$ cat config.mk
export PLATFORM = sky130hd
export DESIGN_NAME = peak_valley_cycle_detector
export DESIGN_NICKNAME = d
export VERILOG_FILES = /design/src/rtl/pvcd_pkg.sv /design/src/rtl/pvcd_core.sv /design/src/rtl/peak_valley_cycle_detector.sv
export SDC_FILE = /design/constraint.sdc
export NUM_CORES = 2
export LEC_CHECK = 0
export BUFFER_PORTS_ARGS = -buffer_cell sky130_fd_sc_hd__buf_2
export CAP_MARGIN = 30
export CORE_AREA = 5 5 342 344
export DETAILED_ROUTE_END_ITERATION = 8
export DIE_AREA = 0 0 347 349
export GPL_TIMING_DRIVEN = 0
export PLACE_DENSITY_LB_ADDON = 0.12
export SLEW_MARGIN = 20
export SYNTH_ARGS = -nofsm -noshare
export SYNTH_HDL_FRONTEND = slang
export SYNTH_SLANG_ARGS = --single-unit
$ cat constraint.sdc
create_clock -name clk -period 43.1 [get_ports clk]
set_input_delay 2.155 -clock clk [delete_from_list [all_inputs] [get_ports clk]]
set_output_delay 2.155 -clock clk [all_outputs]
set_load 0.02 [all_outputs]
$ cat src/rtl/pvcd_pkg.sv
// ----------------------------------------------------------------------------
// pvcd_pkg
// Shared types and constants for the peak and valley cycle detector.
// ----------------------------------------------------------------------------
package pvcd_pkg;

  localparam int SAMPLE_BITS_DEFAULT = 16;
  localparam int INDEX_BITS_DEFAULT  = 20;

  localparam int RATIO_BITS     = 10;
  localparam int FLOOR_BITS     = 16;
  localparam int WINDOW_BITS    = 16;
  localparam int CFG_INDEX_BITS = 2;
  localparam int CFG_DATA_BITS  = 16;

  localparam logic [RATIO_BITS-1:0]  CYCLE_RATIO_RESET   = RATIO_BITS'(70);
  localparam logic [RATIO_BITS-1:0]  CONFIRM_RATIO_RESET = RATIO_BITS'(49);
  localparam logic [FLOOR_BITS-1:0]  PEAK_FLOOR_RESET    = '0;
  localparam logic [WINDOW_BITS-1:0] WINDOW_LENGTH_RESET = WINDOW_BITS'(10);

  localparam int TENTHS_SCALE = 10;
  localparam int QUEUE_DEPTH  = 4;

  typedef enum logic [CFG_INDEX_BITS-1:0] {
    CFG_CYCLE_RATIO   = 2'd0,
    CFG_CONFIRM_RATIO = 2'd1,
    CFG_PEAK_FLOOR    = 2'd2,
    CFG_WINDOW_LENGTH = 2'd3
  } cfg_index_t;

  typedef struct packed {
    logic [RATIO_BITS-1:0]  cycle_ratio_tenths;
    logic [RATIO_BITS-1:0]  confirm_ratio_tenths;
    logic [FLOOR_BITS-1:0]  peak_floor;
    logic [WINDOW_BITS-1:0] window_length;
  } cfg_regs_t;

  typedef struct packed {
    logic boundary;
    logic summary;
    logic trail;
  } rec_flags_t;

endpackage

$ cat src/rtl/pvcd_core.sv
// ----------------------------------------------------------------------------
// pvcd_core
// Stream state and combinational detection step for one registered sample.
// ----------------------------------------------------------------------------
module pvcd_core #(
  parameter int SAMPLE_BITS = pvcd_pkg::SAMPLE_BITS_DEFAULT,
  parameter int INDEX_BITS  = pvcd_pkg::INDEX_BITS_DEFAULT
) (
  input  logic                          clk,
  input  logic                          rst,
  input  pvcd_pkg::cfg_regs_t           cfg,
  input  logic                          item_valid,
  input  logic signed [SAMPLE_BITS-1:0] item_sample,
  input  logic                          item_end,
  output logic                          rec_valid,
  output pvcd_pkg::rec_flags_t          rec_flags,
  output logic [INDEX_BITS:0]           bnd_length,
  output logic [INDEX_BITS-1:0]         bnd_total,
  output logic [INDEX_BITS:0]           sum_length,
  output logic [INDEX_BITS-1:0]         sum_total,
  output logic [INDEX_BITS-1:0]         sum_split,
  output logic [INDEX_BITS:0]           sum_test
);
  import pvcd_pkg::*;

  localparam int SW   = SAMPLE_BITS;
  localparam int IW   = INDEX_BITS;
  localparam int LW   = IW + 1;
  localparam int PW   = SW + RATIO_BITS;
  localparam int CMPW = (SW > FLOOR_BITS) ? SW : FLOOR_BITS;
  localparam logic [IW-1:0] INDEX_MAX = '1;
  localparam logic [LW-1:0] COUNT_MAX = {1'b1, {IW{1'b0}}};
  localparam logic [PW-1:0] TEN       = PW'(TENTHS_SCALE);

  function automatic logic [SW-1:0] mag(input logic signed [SW-1:0] x);
    logic [SW-1:0] u;
    u = x;
    return x[SW-1] ? (~u + SW'(1)) : u;
  endfunction

  logic signed [SW-1:0] older, older_next;
  logic signed [SW-1:0] middle, middle_next;
  logic signed [SW-1:0] vval, vval_next;
  logic signed [SW-1:0] pval, pval_next;
  logic                 vv, vv_next;
  logic                 pv, pv_next;
  logic [IW-1:0]        vidx, vidx_next;
  logic [IW-1:0]        earlier, earlier_next;
  logic [IW-1:0]        current, current_next;
  logic                 seen, seen_next;
  logic [IW-1:0]        cycles, cycles_next;
  logic [LW-1:0]        pos, pos_next;

  logic                   primed;
  logic [IW-1:0]          midx;
  logic                   valley_hit, peak_hit, first_valley;
  logic signed [SW-1:0]   vval1, pval1;
  logic                   vv1, vv2, pv1, vv3, pv3;
  logic [IW-1:0]          vidx1, earlier1, current1, earlier2, current2, earlier3;
  logic signed [CMPW-1:0] middle_cmp, pval_cmp, floor_cmp;
  logic [PW-1:0]          p10, ratio_v, ratio_s, conf_o, conf_m, conf_s;
  logic                   boundary, trail;
  logic [IW-1:0]          cycles1, cycles2;
  logic [LW-1:0]          count;
  logic [IW-1:0]          lastidx;

  assign primed = (pos[LW-1:1] != '0);
  assign midx   = pos[IW-1:0] - IW'(1);

  assign middle_cmp = CMPW'(middle);
  assign pval_cmp   = CMPW'(pval1);
  assign floor_cmp  = CMPW'($signed(cfg.peak_floor));

  assign valley_hit = primed && (older >= middle) && (middle <= item_sample) &&
                      (!vv || (middle < vval));
  assign first_valley = valley_hit && !seen;
  assign vval1    = valley_hit ? middle : vval;
  assign vv1      = vv | valley_hit;
  assign vidx1    = valley_hit ? midx : vidx;
  assign earlier1 = first_valley ? midx : earlier;
  assign current1 = first_valley ? midx : current;

  assign peak_hit = primed && (older <= middle) && (middle >= item_sample) &&
                    (!pv || (middle > pval)) && (middle_cmp > floor_cmp);
  assign pval1 = peak_hit ? middle : pval;
  assign pv1   = pv | peak_hit;
  assign vv2   = vv1 & ~peak_hit;

  assign p10     = PW'(mag(pval1)) * TEN;
  assign ratio_v = PW'(cfg.cycle_ratio_tenths) * PW'(mag(vval1));
  assign ratio_s = PW'(cfg.cycle_ratio_tenths) * PW'(mag(item_sample));
  assign conf_o  = PW'(cfg.confirm_ratio_tenths) * PW'(mag(older));
  assign conf_m  = PW'(cfg.confirm_ratio_tenths) * PW'(mag(middle));
  assign conf_s  = PW'(cfg.confirm_ratio_tenths) * PW'(mag(item_sample));

  assign boundary = primed && pv1 && vv2 && (pval1 != '0) && (p10 >= ratio_v) &&
                    (p10 < conf_o) && (p10 < conf_m) && (p10 < conf_s);

  assign earlier2 = boundary ? current1 : earlier1;
  assign current2 = boundary ? vidx1 : current1;
  assign cycles1  = (boundary && (cycles != INDEX_MAX)) ? cycles + IW'(1) : cycles;
  assign vv3      = vv2 & ~boundary;
  assign pv3      = pv1 & ~boundary;

  assign bnd_length = (cycles == '0) ? LW'(vidx1) + LW'(1) : LW'(vidx1) - LW'(current1);
  assign bnd_total  = cycles1;

  assign count   = (pos != COUNT_MAX) ? pos + LW'(1) : pos;
  assign lastidx = pos[IW] ? INDEX_MAX : pos[IW-1:0];

  assign trail = item_end && pv3 && (pval_cmp > floor_cmp) && (pval1 != '0) &&
                 (p10 >= ratio_s);
  assign earlier3 = trail ? current2 : earlier2;
  assign cycles2  = (trail && (cycles1 != INDEX_MAX)) ? cycles1 + IW'(1) : cycles1;

  assign sum_length = trail ? LW'(lastidx) - LW'(current2) : '0;
  assign sum_total  = cycles2;
  assign sum_split  = earlier3;
  assign sum_test   = count - LW'(earlier3) + LW'(cfg.window_length);

  assign rec_valid          = item_valid && (boundary || item_end);
  assign rec_flags.boundary = boundary;
  assign rec_flags.summary  = item_end;
  assign rec_flags.trail    = trail;

  always_comb begin
    older_next   = primed ? middle : ((pos == '0) ? item_sample : older);
    middle_next  = (pos != '0) ? item_sample : middle;
    vval_next    = vval1;
    pval_next    = pval1;
    vv_next      = vv3;
    pv_next      = pv3;
    vidx_next    = vidx1;
    earlier_next = earlier2;
    current_next = current2;
    seen_next    = seen | valley_hit;
    cycles_next  = cycles1;
    pos_next     = count;
  end

  always_ff @(posedge clk) begin
    if (rst || (item_valid && item_end)) begin
      older   <= '0;
      middle  <= '0;
      vval    <= '0;
      pval    <= '0;
      vv      <= 1'b0;
      pv      <= 1'b0;
      vidx    <= '0;
      earlier <= '0;
      current <= '0;
      seen    <= 1'b0;
      cycles  <= '0;
      pos     <= '0;
    end else if (item_valid) begin
      older   <= older_next;
      middle  <= middle_next;
      vval    <= vval_next;
      pval    <= pval_next;
      vv      <= vv_next;
      pv      <= pv_next;
      vidx    <= vidx_next;
      earlier <= earlier_next;
      current <= current_next;
      seen    <= seen_next;
      cycles  <= cycles_next;
      pos     <= pos_next;
    end
  end

endmodule

$ cat src/rtl/peak_valley_cycle_detector.sv
// ----------------------------------------------------------------------------
// peak_valley_cycle_detector
// Finds valley-to-valley cycles in a signed sample stream and summarises
// each stream at its final sample.
// ----------------------------------------------------------------------------
// One sample is taken every clock cycle while in_stall is low. A sample is
// held in an input register while the detection step runs, and its results
// are written to a four-entry result queue, so a result is offered once the
// staged sample's record has been written into the queue.
// A sample that both ends a cycle and ends the stream yields two results,
// delivered one after the other from one queue entry; only then can the
// output port, when not stalled, fall behind the input. New samples are held
// off while the queue, counting the staged sample, is full. Configuration
// writes are taken on any cycle outside reset.
module peak_valley_cycle_detector #(
  parameter int SAMPLE_BITS = pvcd_pkg::SAMPLE_BITS_DEFAULT,
  parameter int INDEX_BITS  = pvcd_pkg::INDEX_BITS_DEFAULT
) (
  input  logic                                clk,
  input  logic                                rst,
  input  logic                                cfg_valid,
  output logic                                cfg_ready,
  input  logic [pvcd_pkg::CFG_INDEX_BITS-1:0] cfg_index,
  input  logic [pvcd_pkg::CFG_DATA_BITS-1:0]  cfg_data,
  input  logic                                in_valid,
  output logic                                in_stall,
  input  logic signed [SAMPLE_BITS-1:0]       sample,
  input  logic                                end_of_stream,
  output logic                                out_valid,
  input  logic                                out_stall,
  output logic                                is_summary,
  output logic                                cycle_found,
  output logic [INDEX_BITS:0]                 cycle_length,
  output logic [INDEX_BITS-1:0]               cycle_total,
  output logic [INDEX_BITS-1:0]               split_index,
  output logic [INDEX_BITS:0]                 test_count,
  output logic                                final_result
);
  import pvcd_pkg::*;

  localparam int IW = INDEX_BITS;
  localparam int LW = IW + 1;
  localparam int QW = $clog2(QUEUE_DEPTH);
  localparam int CW = QW + 1;

  cfg_regs_t cfg;

  logic                         stage_valid;
  logic signed [SAMPLE_BITS-1:0] stage_sample;
  logic                         stage_end;

  logic          rec_valid;
  rec_flags_t    rec_flags;
  logic [LW-1:0] bnd_length, sum_length, sum_test;
  logic [IW-1:0] bnd_total, sum_total, sum_split;

  rec_flags_t    q_flags      [QUEUE_DEPTH];
  logic [LW-1:0] q_bnd_length [QUEUE_DEPTH];
  logic [IW-1:0] q_bnd_total  [QUEUE_DEPTH];
  logic [LW-1:0] q_sum_length [QUEUE_DEPTH];
  logic [IW-1:0] q_sum_total  [QUEUE_DEPTH];
  logic [IW-1:0] q_sum_split  [QUEUE_DEPTH];
  logic [LW-1:0] q_sum_test   [QUEUE_DEPTH];

  logic [QW-1:0] wr_ptr, rd_ptr;
  logic [CW-1:0] level, level_next;
  logic          head_part;
  logic          show_boundary;
  logic          take, pop;
  rec_flags_t    head_flags;

  assign cfg_ready = ~rst;

  always_ff @(posedge clk) begin
    if (rst) begin
      cfg.cycle_ratio_tenths   <= CYCLE_RATIO_RESET;
      cfg.confirm_ratio_tenths <= CONFIRM_RATIO_RESET;
      cfg.peak_floor           <= PEAK_FLOOR_RESET;
      cfg.window_length        <= WINDOW_LENGTH_RESET;
    end else if (cfg_valid && cfg_ready) begin
      unique case (cfg_index_t'(cfg_index))
        CFG_CYCLE_RATIO:   cfg.cycle_ratio_tenths   <= cfg_data[RATIO_BITS-1:0];
        CFG_CONFIRM_RATIO: cfg.confirm_ratio_tenths <= cfg_data[RATIO_BITS-1:0];
        CFG_PEAK_FLOOR:    cfg.peak_floor           <= cfg_data[FLOOR_BITS-1:0];
        CFG_WINDOW_LENGTH: cfg.window_length        <= cfg_data[WINDOW_BITS-1:0];
      endcase
    end
  end

  // hold off new samples unless the queue has room for this one and the staged one
  assign in_stall = rst || ((level + CW'(stage_valid)) >= CW'(QUEUE_DEPTH));

  always_ff @(posedge clk) begin
    if (rst) begin
      stage_valid <= 1'b0;
    end else begin
      stage_valid <= in_valid && !in_stall;
    end
  end

  always_ff @(posedge clk) begin
    if (in_valid && !in_stall) begin
      stage_sample <= sample;
      stage_end    <= end_of_stream;
    end
  end

  pvcd_core #(
    .SAMPLE_BITS (SAMPLE_BITS),
    .INDEX_BITS  (INDEX_BITS)
  ) u_core (
    .clk         (clk),
    .rst         (rst),
    .cfg         (cfg),
    .item_valid  (stage_valid),
    .item_sample (stage_sample),
    .item_end    (stage_end),
    .rec_valid   (rec_valid),
    .rec_flags   (rec_flags),
    .bnd_length  (bnd_length),
    .bnd_total   (bnd_total),
    .sum_length  (sum_length),
    .sum_total   (sum_total),
    .sum_split   (sum_split),
    .sum_test    (sum_test)
  );

  always_ff @(posedge clk) begin
    if (rec_valid) begin
      q_flags[wr_ptr]      <= rec_flags;
      q_bnd_length[wr_ptr] <= bnd_length;
      q_bnd_total[wr_ptr]  <= bnd_total;
      q_sum_length[wr_ptr] <= sum_length;
      q_sum_total[wr_ptr]  <= sum_total;
      q_sum_split[wr_ptr]  <= sum_split;
      q_sum_test[wr_ptr]   <= sum_test;
    end
  end

  assign head_flags    = q_flags[rd_ptr];
  assign show_boundary = head_flags.boundary && !head_part;

  assign out_valid    = !rst && (level != '0);
  assign is_summary   = !show_boundary;
  assign cycle_found  = show_boundary || head_flags.trail;
  assign cycle_length = show_boundary ? q_bnd_length[rd_ptr] : q_sum_length[rd_ptr];
  assign cycle_total  = show_boundary ? q_bnd_total[rd_ptr] : q_sum_total[rd_ptr];
  assign split_index  = show_boundary ? '0 : q_sum_split[rd_ptr];
  assign test_count   = show_boundary ? '0 : q_sum_test[rd_ptr];
  assign final_result = !show_boundary || !head_flags.summary;

  assign take       = out_valid && !out_stall;
  assign pop        = take && final_result;
  assign level_next = level + CW'(rec_valid) - CW'(pop);

  always_ff @(posedge clk) begin
    if (rst) begin
      wr_ptr    <= '0;
      rd_ptr    <= '0;
      level     <= '0;
      head_part <= 1'b0;
    end else begin
      level <= level_next;
      if (rec_valid) begin
        wr_ptr <= wr_ptr + QW'(1);
      end
      if (pop) begin
        rd_ptr    <= rd_ptr + QW'(1);
        head_part <= 1'b0;
      end else if (take) begin
        head_part <= 1'b1;
      end
    end
  end

endmodule

# ---- After elaboration in Yosys (flattened, before gate mapping)
# Memory sizes are Yosys's and may differ from the RTL's. A register that Yosys moved wholly into a read port is not among the register bits.
# Index checks and enable logic that the tools add are counted.
dict set report op_classes {
  add_sub_neg 19
  multipliers 6
  order_cmp 14
  n_eq_ne 6
  n_mux 41
  bitwise_logic 14
  n_reduce_logical 60
}
# op n
set ops {}
lappend ops {{two-way mux 20 bit} 11}
lappend ops {{two-way mux 16 bit} 9}
lappend ops {{multiplier 10 x 16 -> 26 bit} 5}
lappend ops {{two-way mux 21 bit} 5}
lappend ops {{adder 16 x 1 -> 16 bit, second input constant} 5}
lappend ops {{inverter 16 bit} 5}
lappend ops {{less-than comparator 20 x 26 -> 1 bit} 3}
lappend ops {{>= comparator 20 x 26 -> 1 bit} 2}
lappend ops {{> comparator 16 bit} 3}
lappend ops {{subtractor 20 x 20 -> 21 bit} 2}
lappend ops {{adder 20 x 1 -> 20 bit, second input constant} 2}
lappend ops {{!= test 20 bit, second input constant} 2}
lappend ops {{>= comparator 16 bit} 2}
lappend ops {{<= comparator 16 bit} 2}
lappend ops {{logical AND 1 bit} 29}
lappend ops {{two-way mux 2 bit} 14}
lappend ops {{adder 20 x 1 -> 21 bit, second input constant} 1}
lappend ops {{adder 21 x 1 -> 21 bit, second input constant} 1}
lappend ops {{adder 21 x 16 -> 21 bit} 1}
lappend ops {{logical NOT 21 bit} 1}
lappend ops {{!= test 21 bit, second input constant} 1}
lappend ops {{nonzero test 21 bit} 1}
lappend ops {{subtractor 21 x 20 -> 21 bit} 1}
lappend ops {{logical NOT 20 bit} 1}
lappend ops {{other kinds (22)} 51}
dict set report totals {
  register_bits 246
  ramBits 504
  input_bits 40
  output_inout_bits 88
  elab_cells 190
  memories 7
}
# name depth width rd rd_clocked_by_memory_dff write_ports line
set mem_list {}
lappend mem_list {q_bnd_length 4 21 1 1 1 peak_valley_cycle_detector.sv:58} ;# logic [LW-1:0] q_bnd_length [QUEUE_DEPTH];
lappend mem_list {q_sum_length 4 21 1 1 1 peak_valley_cycle_detector.sv:60} ;# logic [LW-1:0] q_sum_length [QUEUE_DEPTH];
lappend mem_list {q_sum_test 4 21 1 1 1 peak_valley_cycle_detector.sv:63} ;# logic [LW-1:0] q_sum_test [QUEUE_DEPTH];
lappend mem_list {q_bnd_total 4 20 1 1 1 peak_valley_cycle_detector.sv:59} ;# logic [IW-1:0] q_bnd_total [QUEUE_DEPTH];
lappend mem_list {q_sum_split 4 20 1 1 1 peak_valley_cycle_detector.sv:62} ;# logic [IW-1:0] q_sum_split [QUEUE_DEPTH];
lappend mem_list {q_sum_total 4 20 1 1 1 peak_valley_cycle_detector.sv:61} ;# logic [IW-1:0] q_sum_total [QUEUE_DEPTH];
lappend mem_list {{1 more memories} -- -- -- -- -- --}

# ---- Depth between registers and ports, before layout
dict set report logic_depth {
  depth_word 24
  mapped_depth 70
  ltp_nobuf 64
}

# ---- Hierarchy
# Synthesis repeated with hierarchy kept, for this count alone.
dict set report hier_totals {
  cells_unflattened 6761
  area_unflattened_um2 67190.7
}
# mod instances cells_per_inst area_per_inst_um2 seq_area_each_um2
set by_module_without_submodules {}
lappend by_module_without_submodules {pvcd_core 1 5725 45352.2 3363.2}
lappend by_module_without_submodules {peak_valley_cycle_detector 1 1036 21838.4 16906.2}

# ---- Worst setup path after synthesis
# No wires, ideal clock.
dict set report synth_timing {
  kind {reg2reg}
  start {register u_core.middle[15]}
  end {memory q_sum_test[0][20] (netlist name) (data pin)}
  setup_ns 0.274
  arrival_ns 14.542
  path_slack_ns 28.284
  stages_incl_launch_ff 68
  path_buffers 7
  period_less_slack_ns 14.816
  cell_sequence {dfxtp_1 clkbuf_1 inv_1 ha_1 nand4_2 or4_1 o21a_1 or4b_1 o211ai_2 nor3_4 clkbuf_1 clkbuf_1 clkbuf_1 nor2_1 a21oi_1 ha_1 nand2_1 nor2_1 (+32 left out) o21ai_0 fa_1 inv_1 fa_1 a21o_1 a21oi_1 o21bai_1 a21oi_1 o21bai_1 a21oi_1 nor2b_1 o21a_1 o21ai_0 a211oi_1 nor3_1 o41ai_1 a21oi_1 xnor2_1}
}
dict set report synth_between {
  elab_chain_len 24
}
# element line
set synth_lines {}
lappend synth_lines {{from (decl)} pvcd_core.sv:42} ;# logic signed [SW-1:0] middle, middle_next;
lappend synth_lines {{from (signal assigned)} pvcd_core.sv:157} ;# middle <= middle_next;
lappend synth_lines {{<= comparator 16 bit} pvcd_core.sv:83} ;# assign peak_hit = primed && (older <= middle) && (middle >= item_sample) &&
lappend synth_lines {{logical AND 1 bit (3 in a row)} pvcd_core.sv:83}
lappend synth_lines {{logical AND 1 bit} pvcd_core.sv:84} ;# (!pv || (middle > pval)) && (middle_cmp > floor_cmp);
lappend synth_lines {{two-way mux 16 bit} pvcd_core.sv:85} ;# assign pval1 = peak_hit ? middle : pval;
lappend synth_lines {{inverter 16 bit} pvcd_core.sv:38} ;# return x[SW-1] ? (~u + SW'(1)) : u;
lappend synth_lines {{adder 16 x 1 -> 16 bit} pvcd_core.sv:38}
lappend synth_lines {{two-way mux 16 bit} pvcd_core.sv:38}
lappend synth_lines {{multiplier 16 x 3 -> 19 bit} pvcd_core.sv:89} ;# assign p10 = PW'(mag(pval1)) * TEN;
lappend synth_lines {{(+5 left out)} --}
lappend synth_lines {{inverter 1 bit} pvcd_core.sv:103} ;# assign pv3 = pv1 & ~boundary;
lappend synth_lines {{AND 1 bit} pvcd_core.sv:103}
lappend synth_lines {{logical AND 1 bit (4 in a row)} pvcd_core.sv:111} ;# assign trail = item_end && pv3 && (pval_cmp > floor_cmp) && (pval1 != '0) &&
lappend synth_lines {{two-way mux 20 bit *} pvcd_core.sv:113} ;# assign earlier3 = trail ? current2 : earlier2;
lappend synth_lines {{via sum_split[1]} peak_valley_cycle_detector.sv:55} ;# logic [IW-1:0] bnd_total, sum_total, sum_split;
lappend synth_lines {{subtractor 21 x 20 -> 21 bit *} pvcd_core.sv:119} ;# assign sum_test = count - LW'(earlier3) + LW'(cfg.window_length);
lappend synth_lines {{adder 21 x 16 -> 21 bit *} pvcd_core.sv:119}
lappend synth_lines {{via sum_test[20]} peak_valley_cycle_detector.sv:54} ;# logic [LW-1:0] bnd_length, sum_length, sum_test;
lappend synth_lines {{to (decl)} peak_valley_cycle_detector.sv:63}
# Mark *: on every way through the listed nets, which the timed path passes. The rest lies on a longest branch.

# ---- Worst setup path in the final report
dict set report layout_timing {
  start {register u_core.middle[15]}
  end {memory q_sum_test[0][20] (netlist name) (data pin)}
}
dict set report layout_between {
  elab_chain_len 24
}
# element line
set layout_lines {}
lappend layout_lines {{<= comparator 16 bit} pvcd_core.sv:83}
lappend layout_lines {{logical AND 1 bit (3 in a row)} pvcd_core.sv:83}
lappend layout_lines {{logical AND 1 bit} pvcd_core.sv:84}
lappend layout_lines {{two-way mux 16 bit} pvcd_core.sv:85}
lappend layout_lines {{inverter 16 bit} pvcd_core.sv:38}
lappend layout_lines {{adder 16 x 1 -> 16 bit} pvcd_core.sv:38}
lappend layout_lines {{two-way mux 16 bit} pvcd_core.sv:38}
lappend layout_lines {{multiplier 16 x 3 -> 19 bit} pvcd_core.sv:89}
lappend layout_lines {{(+5 left out)} --}
lappend layout_lines {{via u_core.boundary} pvcd_core.sv:62} ;# logic boundary, trail;
lappend layout_lines {{inverter 1 bit} pvcd_core.sv:103}
lappend layout_lines {{AND 1 bit} pvcd_core.sv:103}
lappend layout_lines {{logical AND 1 bit (4 in a row)} pvcd_core.sv:111}
lappend layout_lines {{two-way mux 20 bit *} pvcd_core.sv:113}
lappend layout_lines {{via sum_split[1]} peak_valley_cycle_detector.sv:55}
lappend layout_lines {{subtractor 21 x 20 -> 21 bit *} pvcd_core.sv:119}
lappend layout_lines {{adder 21 x 16 -> 21 bit *} pvcd_core.sv:119}
lappend layout_lines {{via sum_test[20]} peak_valley_cycle_detector.sv:54}
# Marks and branches as above.

==> out/results.md <==
• worst slack after detailed placement: 23.15 ns
• Max IR drop VDD: 0.0884 mV
• pin count of the biggest net entering global routing: 51
• I/O pin count: 128
• highest net fanout along the worst path: 10
• post-layout total power: 2.98 mW
• status: finished clean
• setup_tns: 0 ns
• fillers: 9,212
• net switching power of the design: 1.20 mW
• Tcrit/Tclk final: 0.477
• number of endpoints failing setup at the final stage: 0
• most common cell in the netlist: sky130_fd_sc_hd__nand2_1
• type of element capturing the critical path: flop
• via count of the first global-routing pass: 53.0k
• fraction of final layout cells with drive strength greater than 1: 0.0852
• clock buffers created by TritonCTS: 79
• DRT Pass-1 Iters: 6
• global-route congestion overflow total: 0
• syn nets: 8,046
• share of power burned in registers: 0.287
• leakage power of the design: 31.5 nW
• slew of the pin with the lowest slew margin: 1.10 ns
• critical hold path startpoint: cfg[8]
• unrepaired setup endpoints after global routing: no
• Main synth FF type: sky130_fd_sc_hd__edfxtp_1
• Setup Buffers After CTS: 0
• DRC violations left: 0
• area of the mapped netlist: 67,500 sq um
• syn_area_per_cell: 9.88 sq um
• total wire length: 199,000 um
• Cells after Synth: 6,830
• hold crit path type: flop to flop
• Worst Path Class, Setup: flop to flop
• synth top area cells: sky130_fd_sc_hd__edfxtp_1 (23%), sky130_fd_sc_hd__fa_1 (17%), sky130_fd_sc_hd__ha_1 (11%), sky130_fd_sc_hd__dfxtp_1 (6.9%), sky130_fd_sc_hd__nand2_1 (4.5%)
• number of enable flip-flop cells after synthesis: 521
• die height: 349 um
• hold_ws: 0.454 ns
• switching share of power: 0.404
• H-tree levels: 3
• clock-pin slew on the worst setup and hold paths: 0.06 ns
• Total Die Area: 121,000 sq um
• largest clock skew in the final design: 0.0532 ns
• TritonCTS clock tree: built
• critical path launch point type: flop
• biggest cell delay along the critical path: 0.84 ns
• share of power burned in the clock network: 0.229
• Fmax achieved: 0.0486 GHz
• initial core utilization: 0.594
• RePlAce Congestion: 0.979
• worst max-slew margin expressed relative to the limit: 0.270
• crit path max-delay cell type: sky130_fd_sc_hd__xnor2_1
• critical path arrival: 20.95 ns
• start point of the critical path: u_core.middle[15]
• post-synthesis cell type with the largest combined area: sky130_fd_sc_hd__edfxtp_1
• Die Span X: 347 um
• sequential fraction of the synthesis area: 0.300
• power share of the combinational group: 0.484
• leading post-synthesis cells by instance count: sky130_fd_sc_hd__nand2_1 (811), sky130_fd_sc_hd__inv_1 (780), sky130_fd_sc_hd__ha_1 (606)
• Placement Rows: 124
• area added between synthesis and finish: 9.16%
• endpoints failing hold: 0
• crit-path most repeated cell: sky130_fd_sc_hd__fa_1
• Detailed Place HPWL: 157,000 um
• DR iter-0 viols: 5,072
• first-pass GRT wire length: 310,000 um
• final max-slew violation count: 0
• number of gates given a new drive strength after cts: 0
• Post-DRT Antenna Nets: 0
• cell-internal power: 1.78 mW
• Period minus WS final: 20.58 ns
• net count of the finished layout: 8,326
• total track usage: 0.330
• power density over the cells: 40.5 nW/um^2
• total vias in the final route: 52.4k
• area fraction of the dominant cell type after synthesis: 0.232
• area inside the core boundary: 114,000 sq um
• fraction of registers with async set/reset: 0
• number of antenna violations at the first check in global routing: 17
• Seq cells post-synth: 752
• clock root buffer master: sky130_fd_sc_hd__clkbuf_16
• number of hold-repair buffers added at the cts stage: 0
• number of input and output port buffers inserted: 126
• Sink Count: 752
• number of distinct standard cells referenced by the synthesized netlist: 101
• average routed wire per standard cell: 22.9 um
• Clock Tree Buf Depth: 3
• r2r startpoint: u_core.middle[15]
• ratio of routed vias to standard cells: 6.03
• fin worst setup slack: 22.52 ns
• data required time at the worst endpoint: 43.47 ns
• max-cap violations: 0
• latest clock arrival within the worst-skew pair: 0.68 ns
• number of warnings issued by yosys: 0
[path summary, 6_finish.rpt]
path	endpoint	slack [ns]	cells after the start
max	q_sum_test[0][20]	22.52	65
min	cfg[8]	0.45	2
max reg2reg	q_sum_test[0][20]	22.52	65
min reg2reg	cfg[8]	0.45	2
[flip-flops by register name, summed over array words and instances (netlist names), 21 cells and up, named ones only]
signal        cells
cfg              52
q_sum_total      80
q_bnd_length     84
q_sum_split      80
q_bnd_total      80
q_sum_test       84
q_sum_length     84
u_core.pos       21
[through the flow]
| stage | utilization | std cells | cell area [sq um] |
|---|---|---|---|
| 2_1_floorplan | - | 6830 | 67500 |
| 3_3_place_gp | 0.616 | 8468 | 70000 |
| 3_5_place_dp | 0.624 | 8524 | 70900 |
| 4_1_cts | 0.647 | 8668 | 73400 |
| 5_1_grt | 0.648 | 8685 | 73600 |
| 6_report | 0.648 | 8692 | 73600 |
[routing by layer]
layer  wire [um]  GRT usage  share of wire
met1       80000      0.442           0.40
met5         128          0        0.00064
met3       17000     0.0567          0.085
met2       90900      0.529           0.46
met4       11400      0.153          0.057
[final cells by class]
cell class | count | area (sq um) | area share
Antenna cell | 7 | 17.5 | 0.000238
Clock inverter | 46 | 518 | 0.00703
Multi-Input combinational cell | 4979 | 43200 | 0.587
Sequential cell | 752 | 20300 | 0.275
Buffer | 317 | 1230 | 0.0168
Timing Repair Buffer | 199 | 1490 | 0.0202
Tap cell | 1512 | 1890 | 0.0257
Inverter | 782 | 2940 | 0.0399
Clock buffer | 98 | 2060 | 0.0279
[power by group through the flow]
stage          registers, mW  logic, mW  clock network [mW]
3_3_place_gp           0.871       1.38                   0
5_1_grt                0.857       1.61               0.720
3_5_place_dp           0.870       1.41                   0
2_1_floorplan          0.862       1.03                   0
4_1_cts                0.855       1.43               0.690
6_report               0.856       1.44               0.683
[worst max-delay path, delay by kind of cell (launching register included)]
kind	cells	cell delay [ns]
adders and majority gates	11	5.24
AOI/OAI and AO/OA	21	4.78
and+or+nand+nor	19	4.41
buffers and inverters	11	3.86
xor gates and xnor gates	3	1.42
DFF	1	0.52
[cell families (layout without fill, tap and decap cells)]
family	count (synthesis)	count (layout)	share of synthesized area
AOI/OAI and AO/OA	1009	1009	0.0940
xor gates and xnor gates	336	336	0.0436
adders and majority gates	1176	1176	0.282
buffers and inverters	1099	1442	0.0617
DFF	752	752	0.300
muxes	239	239	0.0599
other	0	7	0
and+or+nand+nor	2219	2219	0.159
[layout by cell type (no fill, tap or decap), drive strengths merged, types with 52 or more instances in the layout]
master  netlist  layout
nand3        96      96
mux2i        54      54
inv         781     784
dfxtp       231     231
buf          50     246
o21ai       188     188
nor2        444     444
ha          606     606
a21o         74      74
nand2       811     811
and3         55      55
and2        408     408
fa          570     570
xnor2       207     207
a211oi       94      94
clkbuf      267     368
nor2b        52      52
mux2         60      60
edfxtp      521     521
mux4        125     125
nor3        107     107
xor2        129     129
a21oi       368     368
Power figures use the tool's default switching activity.
